**src/design/rgb_to_hsv_converter_unit_macros.svh**
```systemverilog
// ----------------------------------------------------------------------------
// RGB to HSV converter assertion macros
// Concurrent check wrappers shared by the converter files.
// ----------------------------------------------------------------------------
`ifndef RGB_TO_HSV_CONVERTER_UNIT_MACROS_SVH
`define RGB_TO_HSV_CONVERTER_UNIT_MACROS_SVH

// check a same-cycle implication
`define RHSV_ASSERT_IMPLY(label, clk, rst, ante, cons) \
   label: assert property (@(posedge clk) disable iff (rst) (ante) |-> (cons)) \
      else $error("rgb_to_hsv_converter_unit: check failed");

// check an implication a fixed number of cycles ahead
`define RHSV_ASSERT_DELAY(label, clk, rst, ante, dly, cons) \
   label: assert property (@(posedge clk) disable iff (rst) (ante) |-> ##(dly) (cons)) \
      else $error("rgb_to_hsv_converter_unit: delayed check failed");

`endif

```
**src/design/rgbhsv_pkg.sv**
```systemverilog
// ----------------------------------------------------------------------------
// RGB to HSV converter package
// Widths, hue constants, sector codes and pipeline sizing.
// ----------------------------------------------------------------------------
package rgbhsv_pkg;

   localparam int CHANNEL_BITS = 8;
   localparam logic [CHANNEL_BITS-1:0] CHANNEL_FULL = '1;

   localparam int HUE_BITS = 15;
   localparam int HUE_TERM_BITS = 12;
   localparam logic [HUE_BITS-1:0] HUE_SIXTY = 15'd3840;
   localparam logic [HUE_BITS-1:0] HUE_RED_BASE = 15'd0;
   localparam logic [HUE_BITS-1:0] HUE_GREEN_BASE = 15'd7680;
   localparam logic [HUE_BITS-1:0] HUE_BLUE_BASE = 15'd15360;
   localparam logic [HUE_BITS-1:0] HUE_CIRCLE = 15'd23040;

   // divider sizing: quotient never exceeds FULL or 3840
   localparam int DIV_QUO_W = (CHANNEL_BITS > HUE_TERM_BITS) ? CHANNEL_BITS : HUE_TERM_BITS;
   localparam int DIV_NUM_W = CHANNEL_BITS + DIV_QUO_W;
   localparam int DIV_STEPS = 2;
   localparam int DIV_STAGES = (DIV_QUO_W + DIV_STEPS - 1) / DIV_STEPS;
   localparam int LATENCY = DIV_STAGES + 3;

   localparam logic [1:0] SEL_RED = 2'd0;
   localparam logic [1:0] SEL_GREEN = 2'd1;
   localparam logic [1:0] SEL_BLUE = 2'd2;

   typedef struct packed {
      logic [CHANNEL_BITS-1:0] mx;
      logic [1:0]              sel;
      logic                    neg;
      logic                    zero;
   } side_type;

endpackage

```
**src/design/rgbhsv_div.sv**
```systemverilog
// ----------------------------------------------------------------------------
// RGB to HSV pipelined divider
// Restoring unsigned division, two quotient bits per register stage.
// ----------------------------------------------------------------------------
module rgbhsv_div
   import rgbhsv_pkg::*;
(
   input  logic                    clock,
   input  logic [DIV_NUM_W-1:0]    in_num,
   input  logic [CHANNEL_BITS-1:0] in_den,
   output logic [DIV_QUO_W-1:0]    out_quo
);

   logic [CHANNEL_BITS-1:0] rem_ff [DIV_STAGES-1];
   logic [CHANNEL_BITS-1:0] den_ff [DIV_STAGES-1];
   logic [DIV_QUO_W-1:0]    rq_ff  [DIV_STAGES];

   for (genvar s = 0; s < DIV_STAGES; s++) begin : g_stage
      logic [CHANNEL_BITS-1:0] rem_src;
      logic [CHANNEL_BITS-1:0] den_src;
      logic [DIV_QUO_W-1:0]    rq_src;
      logic [CHANNEL_BITS-1:0] rem_in;
      logic [DIV_QUO_W-1:0]    rq_in;

      if (s == 0) begin : g_first
         assign rem_src = in_num[DIV_NUM_W-1:DIV_QUO_W];
         assign rq_src  = in_num[DIV_QUO_W-1:0];
         assign den_src = in_den;
      end else begin : g_next
         assign rem_src = rem_ff[s-1];
         assign rq_src  = rq_ff[s-1];
         assign den_src = den_ff[s-1];
      end

      always_comb begin
         logic [CHANNEL_BITS:0] trial;
         rem_in = rem_src;
         rq_in  = rq_src;
         for (int j = 0; j < DIV_STEPS; j++) begin
            if (s * DIV_STEPS + j < DIV_QUO_W) begin
               trial = {rem_in, rq_in[DIV_QUO_W-1]};
               rq_in = {rq_in[DIV_QUO_W-2:0], 1'b0};
               if (trial >= {1'b0, den_src}) begin
                  rem_in   = CHANNEL_BITS'(trial - {1'b0, den_src});
                  rq_in[0] = 1'b1;
               end else begin
                  rem_in = trial[CHANNEL_BITS-1:0];
               end
            end
         end
      end

      always_ff @(posedge clock) begin
         rq_ff[s] <= rq_in;
      end

      if (s < DIV_STAGES - 1) begin : g_carry
         always_ff @(posedge clock) begin
            rem_ff[s] <= rem_in;
            den_ff[s] <= den_src;
         end
      end
   end

   assign out_quo = rq_ff[DIV_STAGES-1];

endmodule

```
**src/design/rgb_to_hsv_converter_unit.sv**
```systemverilog
// ----------------------------------------------------------------------------
// RGB to HSV converter unit
// Converts one pixel of three unsigned channels into hue, saturation, value.
//
// Input: a pixel on req_red, req_green, req_blue transfers at a rising edge
// with start high and busy low. busy is high only while reset is applied, so
// outside reset a new pixel can transfer in every cycle.
// Output: each result sits on rsp_hue, rsp_saturation and rsp_value for one
// cycle, marked by rsp_strobe, in transfer order. The receiver takes every
// result; there is no back pressure.
// Hue is degrees times 64 (0 to 23039), saturation is FULL*(max-min)/max,
// value is the largest channel. Black and grey pixels give hue 0 and
// saturation 0.
// Throughput: one pixel per cycle outside reset. Each pixel passes stage 1,
// stage 2, the DIV_STAGES divider stages and the output register in turn;
// the two restoring dividers, at two quotient bits per stage, set DIV_STAGES.
// Reset: synchronous, clears all valid bits; no result is left in flight.
// ----------------------------------------------------------------------------
`include "rgb_to_hsv_converter_unit_macros.svh"

module rgb_to_hsv_converter_unit
   import rgbhsv_pkg::*;
(
   input  logic                    clock,
   input  logic                    reset,
   input  logic                    start,
   output logic                    busy,
   input  logic [CHANNEL_BITS-1:0] req_red,
   input  logic [CHANNEL_BITS-1:0] req_green,
   input  logic [CHANNEL_BITS-1:0] req_blue,
   output logic                    rsp_strobe,
   output logic [HUE_BITS-1:0]     rsp_hue,
   output logic [CHANNEL_BITS-1:0] rsp_saturation,
   output logic [CHANNEL_BITS-1:0] rsp_value
);

   logic                    transfer;

   logic [CHANNEL_BITS-1:0] s1_mx_in, s1_mn_in, s1_p_in, s1_m_in;
   logic [1:0]              s1_sel_in;
   logic                    s1_valid_ff;
   logic [CHANNEL_BITS-1:0] s1_mx_ff, s1_mn_ff, s1_p_ff, s1_m_ff;
   logic [1:0]              s1_sel_ff;

   logic [CHANNEL_BITS-1:0] s2_delta_in, s2_mag_in;
   side_type                s2_side_in;
   logic [DIV_NUM_W-1:0]    s2_sat_num_in, s2_hue_num_in;
   logic                    s2_valid_ff;
   side_type                s2_side_ff;
   logic [CHANNEL_BITS-1:0] s2_delta_ff;
   logic [DIV_NUM_W-1:0]    s2_sat_num_ff, s2_hue_num_ff;

   logic                    dv_valid_ff [DIV_STAGES];
   side_type                dv_side_ff  [DIV_STAGES];
   logic [DIV_QUO_W-1:0]    sat_quo, hue_quo;

   side_type                fin_side;
   logic [HUE_BITS-1:0]     hue_base;
   logic [HUE_BITS:0]       hue_term, hue_sum;
   logic [HUE_BITS-1:0]     rsp_hue_in;
   logic [CHANNEL_BITS-1:0] rsp_sat_in;

   logic                    rsp_strobe_ff;
   logic [HUE_BITS-1:0]     rsp_hue_ff;
   logic [CHANNEL_BITS-1:0] rsp_sat_ff, rsp_value_ff;

   assign busy     = reset;
   assign transfer = start && !busy;

   // stage 1: largest channel, sector and difference operands
   always_comb begin
      priority if (req_red >= req_green && req_red >= req_blue) begin
         s1_sel_in = SEL_RED;
         s1_mx_in  = req_red;
         s1_p_in   = req_green;
         s1_m_in   = req_blue;
      end else if (req_green >= req_blue) begin
         s1_sel_in = SEL_GREEN;
         s1_mx_in  = req_green;
         s1_p_in   = req_blue;
         s1_m_in   = req_red;
      end else begin
         s1_sel_in = SEL_BLUE;
         s1_mx_in  = req_blue;
         s1_p_in   = req_red;
         s1_m_in   = req_green;
      end
      s1_mn_in = (req_red <= req_green) ? req_red : req_green;
      if (req_blue < s1_mn_in) begin
         s1_mn_in = req_blue;
      end
   end

   always_ff @(posedge clock) begin
      if (reset) begin
         s1_valid_ff <= 1'b0;
      end else begin
         s1_valid_ff <= transfer;
      end
      s1_mx_ff  <= s1_mx_in;
      s1_mn_ff  <= s1_mn_in;
      s1_p_ff   <= s1_p_in;
      s1_m_ff   <= s1_m_in;
      s1_sel_ff <= s1_sel_in;
   end

   // stage 2: delta, difference magnitude, scaled numerators
   always_comb begin
      s2_delta_in     = s1_mx_ff - s1_mn_ff;
      s2_side_in.mx   = s1_mx_ff;
      s2_side_in.sel  = s1_sel_ff;
      s2_side_in.neg  = s1_p_ff < s1_m_ff;
      s2_side_in.zero = s2_delta_in == '0;
      s2_mag_in       = s2_side_in.neg ? (s1_m_ff - s1_p_ff) : (s1_p_ff - s1_m_ff);
      s2_sat_num_in   = DIV_NUM_W'(s2_delta_in) * DIV_NUM_W'(CHANNEL_FULL);
      s2_hue_num_in   = DIV_NUM_W'(s2_mag_in) * DIV_NUM_W'(HUE_SIXTY);
   end

   always_ff @(posedge clock) begin
      if (reset) begin
         s2_valid_ff <= 1'b0;
      end else begin
         s2_valid_ff <= s1_valid_ff;
      end
      s2_side_ff    <= s2_side_in;
      s2_delta_ff   <= s2_delta_in;
      s2_sat_num_ff <= s2_sat_num_in;
      s2_hue_num_ff <= s2_hue_num_in;
   end

   // divider stages
   rgbhsv_div u_sat_div (
      .clock   (clock),
      .in_num  (s2_sat_num_ff),
      .in_den  (s2_side_ff.mx),
      .out_quo (sat_quo)
   );

   rgbhsv_div u_hue_div (
      .clock   (clock),
      .in_num  (s2_hue_num_ff),
      .in_den  (s2_delta_ff),
      .out_quo (hue_quo)
   );

   for (genvar s = 0; s < DIV_STAGES; s++) begin : g_side
      if (s == 0) begin : g_first
         always_ff @(posedge clock) begin
            if (reset) begin
               dv_valid_ff[s] <= 1'b0;
            end else begin
               dv_valid_ff[s] <= s2_valid_ff;
            end
            dv_side_ff[s] <= s2_side_ff;
         end
      end else begin : g_next
         always_ff @(posedge clock) begin
            if (reset) begin
               dv_valid_ff[s] <= 1'b0;
            end else begin
               dv_valid_ff[s] <= dv_valid_ff[s-1];
            end
            dv_side_ff[s] <= dv_side_ff[s-1];
         end
      end
   end

   // final stage: sector offset, sign, wrap, grey and black override
   always_comb begin
      fin_side = dv_side_ff[DIV_STAGES-1];
      unique case (fin_side.sel)
         SEL_RED:   hue_base = HUE_RED_BASE;
         SEL_GREEN: hue_base = HUE_GREEN_BASE;
         default:   hue_base = HUE_BLUE_BASE;
      endcase
      hue_term = (HUE_BITS+1)'(hue_quo[HUE_TERM_BITS-1:0]);
      hue_sum  = fin_side.neg ? ({1'b0, hue_base} - hue_term) : ({1'b0, hue_base} + hue_term);
      if (hue_sum[HUE_BITS]) begin
         hue_sum = hue_sum + {1'b0, HUE_CIRCLE};
      end
      if (fin_side.zero) begin
         rsp_hue_in = '0;
         rsp_sat_in = '0;
      end else begin
         rsp_hue_in = hue_sum[HUE_BITS-1:0];
         rsp_sat_in = sat_quo[CHANNEL_BITS-1:0];
      end
   end

   always_ff @(posedge clock) begin
      if (reset) begin
         rsp_strobe_ff <= 1'b0;
      end else begin
         rsp_strobe_ff <= dv_valid_ff[DIV_STAGES-1];
      end
      rsp_hue_ff   <= rsp_hue_in;
      rsp_sat_ff   <= rsp_sat_in;
      rsp_value_ff <= fin_side.mx;
   end

   assign rsp_strobe     = rsp_strobe_ff;
   assign rsp_hue        = rsp_hue_ff;
   assign rsp_saturation = rsp_sat_ff;
   assign rsp_value      = rsp_value_ff;

   `RHSV_ASSERT_DELAY(a_result_follows, clock, reset, transfer, LATENCY, rsp_strobe)
   `RHSV_ASSERT_IMPLY(a_result_has_source, clock, reset, rsp_strobe, $past(transfer, LATENCY))
   `RHSV_ASSERT_IMPLY(a_black_is_zero, clock, reset, rsp_strobe && rsp_value == '0, rsp_hue == '0 && rsp_saturation == '0)

endmodule
```
**config.mk**
```make
export PLATFORM = sky130hd
export DESIGN_NAME = rgb_to_hsv_converter_unit
export DESIGN_NICKNAME = d
export VERILOG_FILES = /design/src/design/rgbhsv_pkg.sv /design/src/design/rgbhsv_div.sv /design/src/design/rgb_to_hsv_converter_unit.sv
export VERILOG_INCLUDE_DIRS = /design/src /design/src/design
export SDC_FILE = /design/constraint.sdc
export NUM_CORES = 1
export LEC_CHECK = 0
export BUFFER_PORTS_ARGS = -buffer_cell sky130_fd_sc_hd__buf_2
export CAP_MARGIN = 20
export CORE_MARGIN = 1
export CORE_UTILIZATION = 63
export CTS_CLUSTER_DIAMETER = 50
export CTS_CLUSTER_SIZE = 8
export DETAILED_ROUTE_END_ITERATION = 8
export GPL_TIMING_DRIVEN = 0
export PLACE_DENSITY_LB_ADDON = 0.15
export SYNTH_ARGS = -nofsm -noshare
export SYNTH_HDL_FRONTEND = slang
export SYNTH_SLANG_ARGS = --single-unit
```
**constraint.sdc**
```tcl
create_clock -name clock -period 7.5 [get_ports clock]
set_input_delay 1.125 -clock clock [delete_from_list [all_inputs] [get_ports clock]]
set_output_delay 1.125 -clock clock [all_outputs]
set_load 0.02 [all_outputs]
```
==> impl_metrics.json <==
{
  "syn_inst": 2377,
  "cts_made_buffers": 60,
  "finalInstanceArea_mm2": 0.0252,
  "ys_seq_area_frac": 0.355,
  "grt_setup_unrepaired": "no",
  "reg2reg_slack_ns": 0.84,
  "vias": 16300,
  "rows": 69,
  "syn_area_mm2": 0.0227,
  "syn_nets": 2767,
  "cts_tree": "yes",
  "grt_start_max_net_pins": 17,
  "die_h_um": 192,
  "wirelength_um": 43600,
  "grt_pass1_wl_um": 74900,
  "synth_largest_area_cell": "dfxtp_1",
  "fmax_mhz": 150,
  "cts_max_path_buffers": 3,
  "hold_path_class": "register to register",
  "period_share": 0.888,
  "cp_max_fo": 7,
  "die-area_mm2": 0.0368,
  "crit_required_ns": 7.98,
  "clkTransAtPathRegs_ns": 0.05,
  "gp_congestion": 0.925,
  "cts_resized": 0,
  "postCtsHoldBufs": 0,
  "whs_endpoint": "u_sat_div.rq_ff[2][11]",
  "die_w_um": 192,
  "slew_viol_final": 0,
  "vias_per_cell": 5.50,
  "overflow": 0,
  "async_flop_share": 0,
  "diodes": 0,
  "dpl_cell_area_mm2": 0.0236,
  "routedWlPerCell_um": 14.7,
  "synth.distinct_cells": 80,
  "finalSetupViolations": 0,
  "syn_to_final_growth_pct": 11.2,
  "grt_usage": 0.246,
  "ios": 60,
  "finClkSkew_ns": 0.0161,
  "nets": 2889,
  "post-cts-setup-buffer-count": 0,
  "ant_nets": 0,
  "htreeDepth": 2,
  "numPortBuffers": 59,
  "synth_warnings": 0,
  "path_class": "register to register",
  "end_kind": "register",
  "r2r_start": "s1_mx_ff[0]",
  "status": "completed",
  "regToRegEndpoint": "s2_sat_num_ff[15]",
  "reg2reg_depth": 26,
  "avgSynthCellArea_um2": 9.55,
  "core_mm2": 0.0355,
  "tightest_slew_ns": 0.959,
  "max_slew_margin": 0.361,
  "synth_edf_count": 0,
  "antenna_found_initial": 0,
  "layout_common_cells": "402 x dfxtp_1, 314 x inv_1, 307 x ha_1",
  "hold_violations": 0,
  "worstSetupStartpointType": "register",
  "yosys_most_used_dff": "dfxtp_1",
  "drt-pass1-iter-count": 5,
  "drive_above_1_share": 0.108,
  "maxCapViolCount": 0,
  "synth_top_area_frac": 0.355,
  "grt_pass1_vias": 16800,
  "dp_hpwl_um": 33600,
  "period_needed_ns": 6.66,
  "layout_commonest_cell": "dfxtp_1",
  "initial_core_util": 0.640,
  "clockRootBuffer": "clkbuf_16",
  "crit_arrival_ns": 7.15,
  "cts_sinks": 402,
  "fin_tns_setup_ns": 0,
  "clock_latency_ns": 0.59,
  "hold_start": "u_sat_div.rq_ff[1][9]",
  "drc": 0,
  "drt_iter0_drc": 568,
  "synthTopCellsByArea": "dfxtp_1 35%, ha_1 17%, mux2_2 5.3%",
  "ys_ff_latch": 402,
  "holdPathStages": 0
}
kinds of logic (layout without fill, tap and decap cells):
family / after synthesis / after routing / synth area share
DFF: 402 / 402 / 0.355
xor gates and xnor gates: 158 / 158 / 0.0610
buffers and inverters: 342 / 475 / 0.0571
muxes: 161 / 161 / 0.0769
adders and majority gates: 365 / 365 / 0.220
and+or+nand+nor: 465 / 465 / 0.0978
AOI/OAI and AO/OA: 484 / 484 / 0.133
cell type report:
class | count | area (um^2)
clock buffers | 62 | 1510
repair buffers | 60 | 303
multi-input cells | 1633 | 13300
plain buffers | 27 | 111
fillers | 2730 | 10300
flip-flops and latches | 402 | 8050
inverters | 315 | 1180
clock inverters | 11 | 150
well taps | 461 | 577
per-stage QoR:
step	utilization	instances	hold WS (ns)	setup slack, ns
after detailed placement	0.664	2898	0.312	0.882
after CTS	0.711	2971	0.318	0.857
after floorplan	-	2377	0.310	1.63
after global routing	0.711	2971	0.325	0.407
after global placement	0.664	2897	0.310	0.872
final	0.711	2971	0.316	0.838
state kept, by name, summed over array words and instances, names as in the netlist, 2 cells and up:
name	flops
dv_side_ff	67
u_sat_div.rq_ff	50
u_hue_div.rq_ff	44
u_hue_div.rem_ff	40
u_sat_div.rem_ff	40
u_hue_div.den_ff	35
rsp_hue	15
s2_sat_num_ff	15
s2_hue_num_ff	12
s2_side_ff	12
rsp_saturation	8
rsp_value	8
s1_m_ff	8
s1_mn_ff	8
s1_mx_ff	8
s1_p_ff	8
s2_delta_ff	8
dv_valid_ff	6
u_sat_div.den_ff	5
s1_sel_ff	2
worst max-delay path, stage by stage, from the launching register on:
cell and delay [ns]:
dfxtp_1 0.33, inv_1 0.06, ha_1 0.16, inv_1 0.06, fa_1 0.39, a21oi_1 0.14
nor2b_1 0.06, nor2_1 0.15, o21bai_1 0.10, a21oi_1 0.25, xnor2_1 0.38, buf_4 0.27
xor2_1 0.07, ha_1 0.34, inv_1 0.06, fa_1 0.56, fa_1 0.45, fa_1 0.54
inv_1 0.04, ha_1 0.21, or3_1 0.34, o21ai_0 0.08, a21oi_1 0.08, and4_1 0.22
a2111oi_0 0.72, a21oi_1 0.20, xnor2_1 0.29
worst max-delay path by stage:
stage | startpoint | cells after the start | slack (ns) | endpoint
floorplan | s1_mx_ff[0] | 25 | 1.63 | s2_sat_num_ff[15]
global placement | s1_mx_ff[0] | 25 | 0.87 | s2_sat_num_ff[15]
detailed placement | s1_mx_ff[0] | 26 | 0.88 | s2_sat_num_ff[15]
CTS | s1_mx_ff[0] | 26 | 0.86 | s2_sat_num_ff[15]
global route | s1_mx_ff[0] | 26 | 0.41 | s2_sat_num_ff[15]
finish | s1_mx_ff[0] | 26 | 0.84 | s2_sat_num_ff[15]
routing by layer:
| layer | part of all wire | vias to the layer above | global-route usage | wire (um) |
|---|---|---|---|---|
| met5 | 0 | - | 0 | 0 |
| met4 | 0.034 | 0 | 0.103 | 1500 |
| met3 | 0.032 | 105 | 0.0342 | 1400 |
| met2 | 0.51 | 267 | 0.470 | 22400 |
| met1 | 0.42 | 7627 | 0.269 | 18300 |
| li1 | - | 8340 | - | - |
synthesized netlist by cell type (all sizes together) (9+ instances only):
cell type  number
dfxtp         402
inv           315
ha            307
a21oi         155
nor2          151
o21ai         140
nand2         116
mux2          107
xnor2          99
xor2           59
fa             56
mux2i          54
nor2b          52
o21a           35
a21o           34
nor3           25
nand2b         23
nand4          23
clkbuf         20
nand3          20
o21bai         20
or3            14
a21boi         12
a31oi          12
o31ai           9
Power is left out: the tool's default activity adds up to more than one toggle a clock period on the data nets, which glitch-free logic cannot reach.
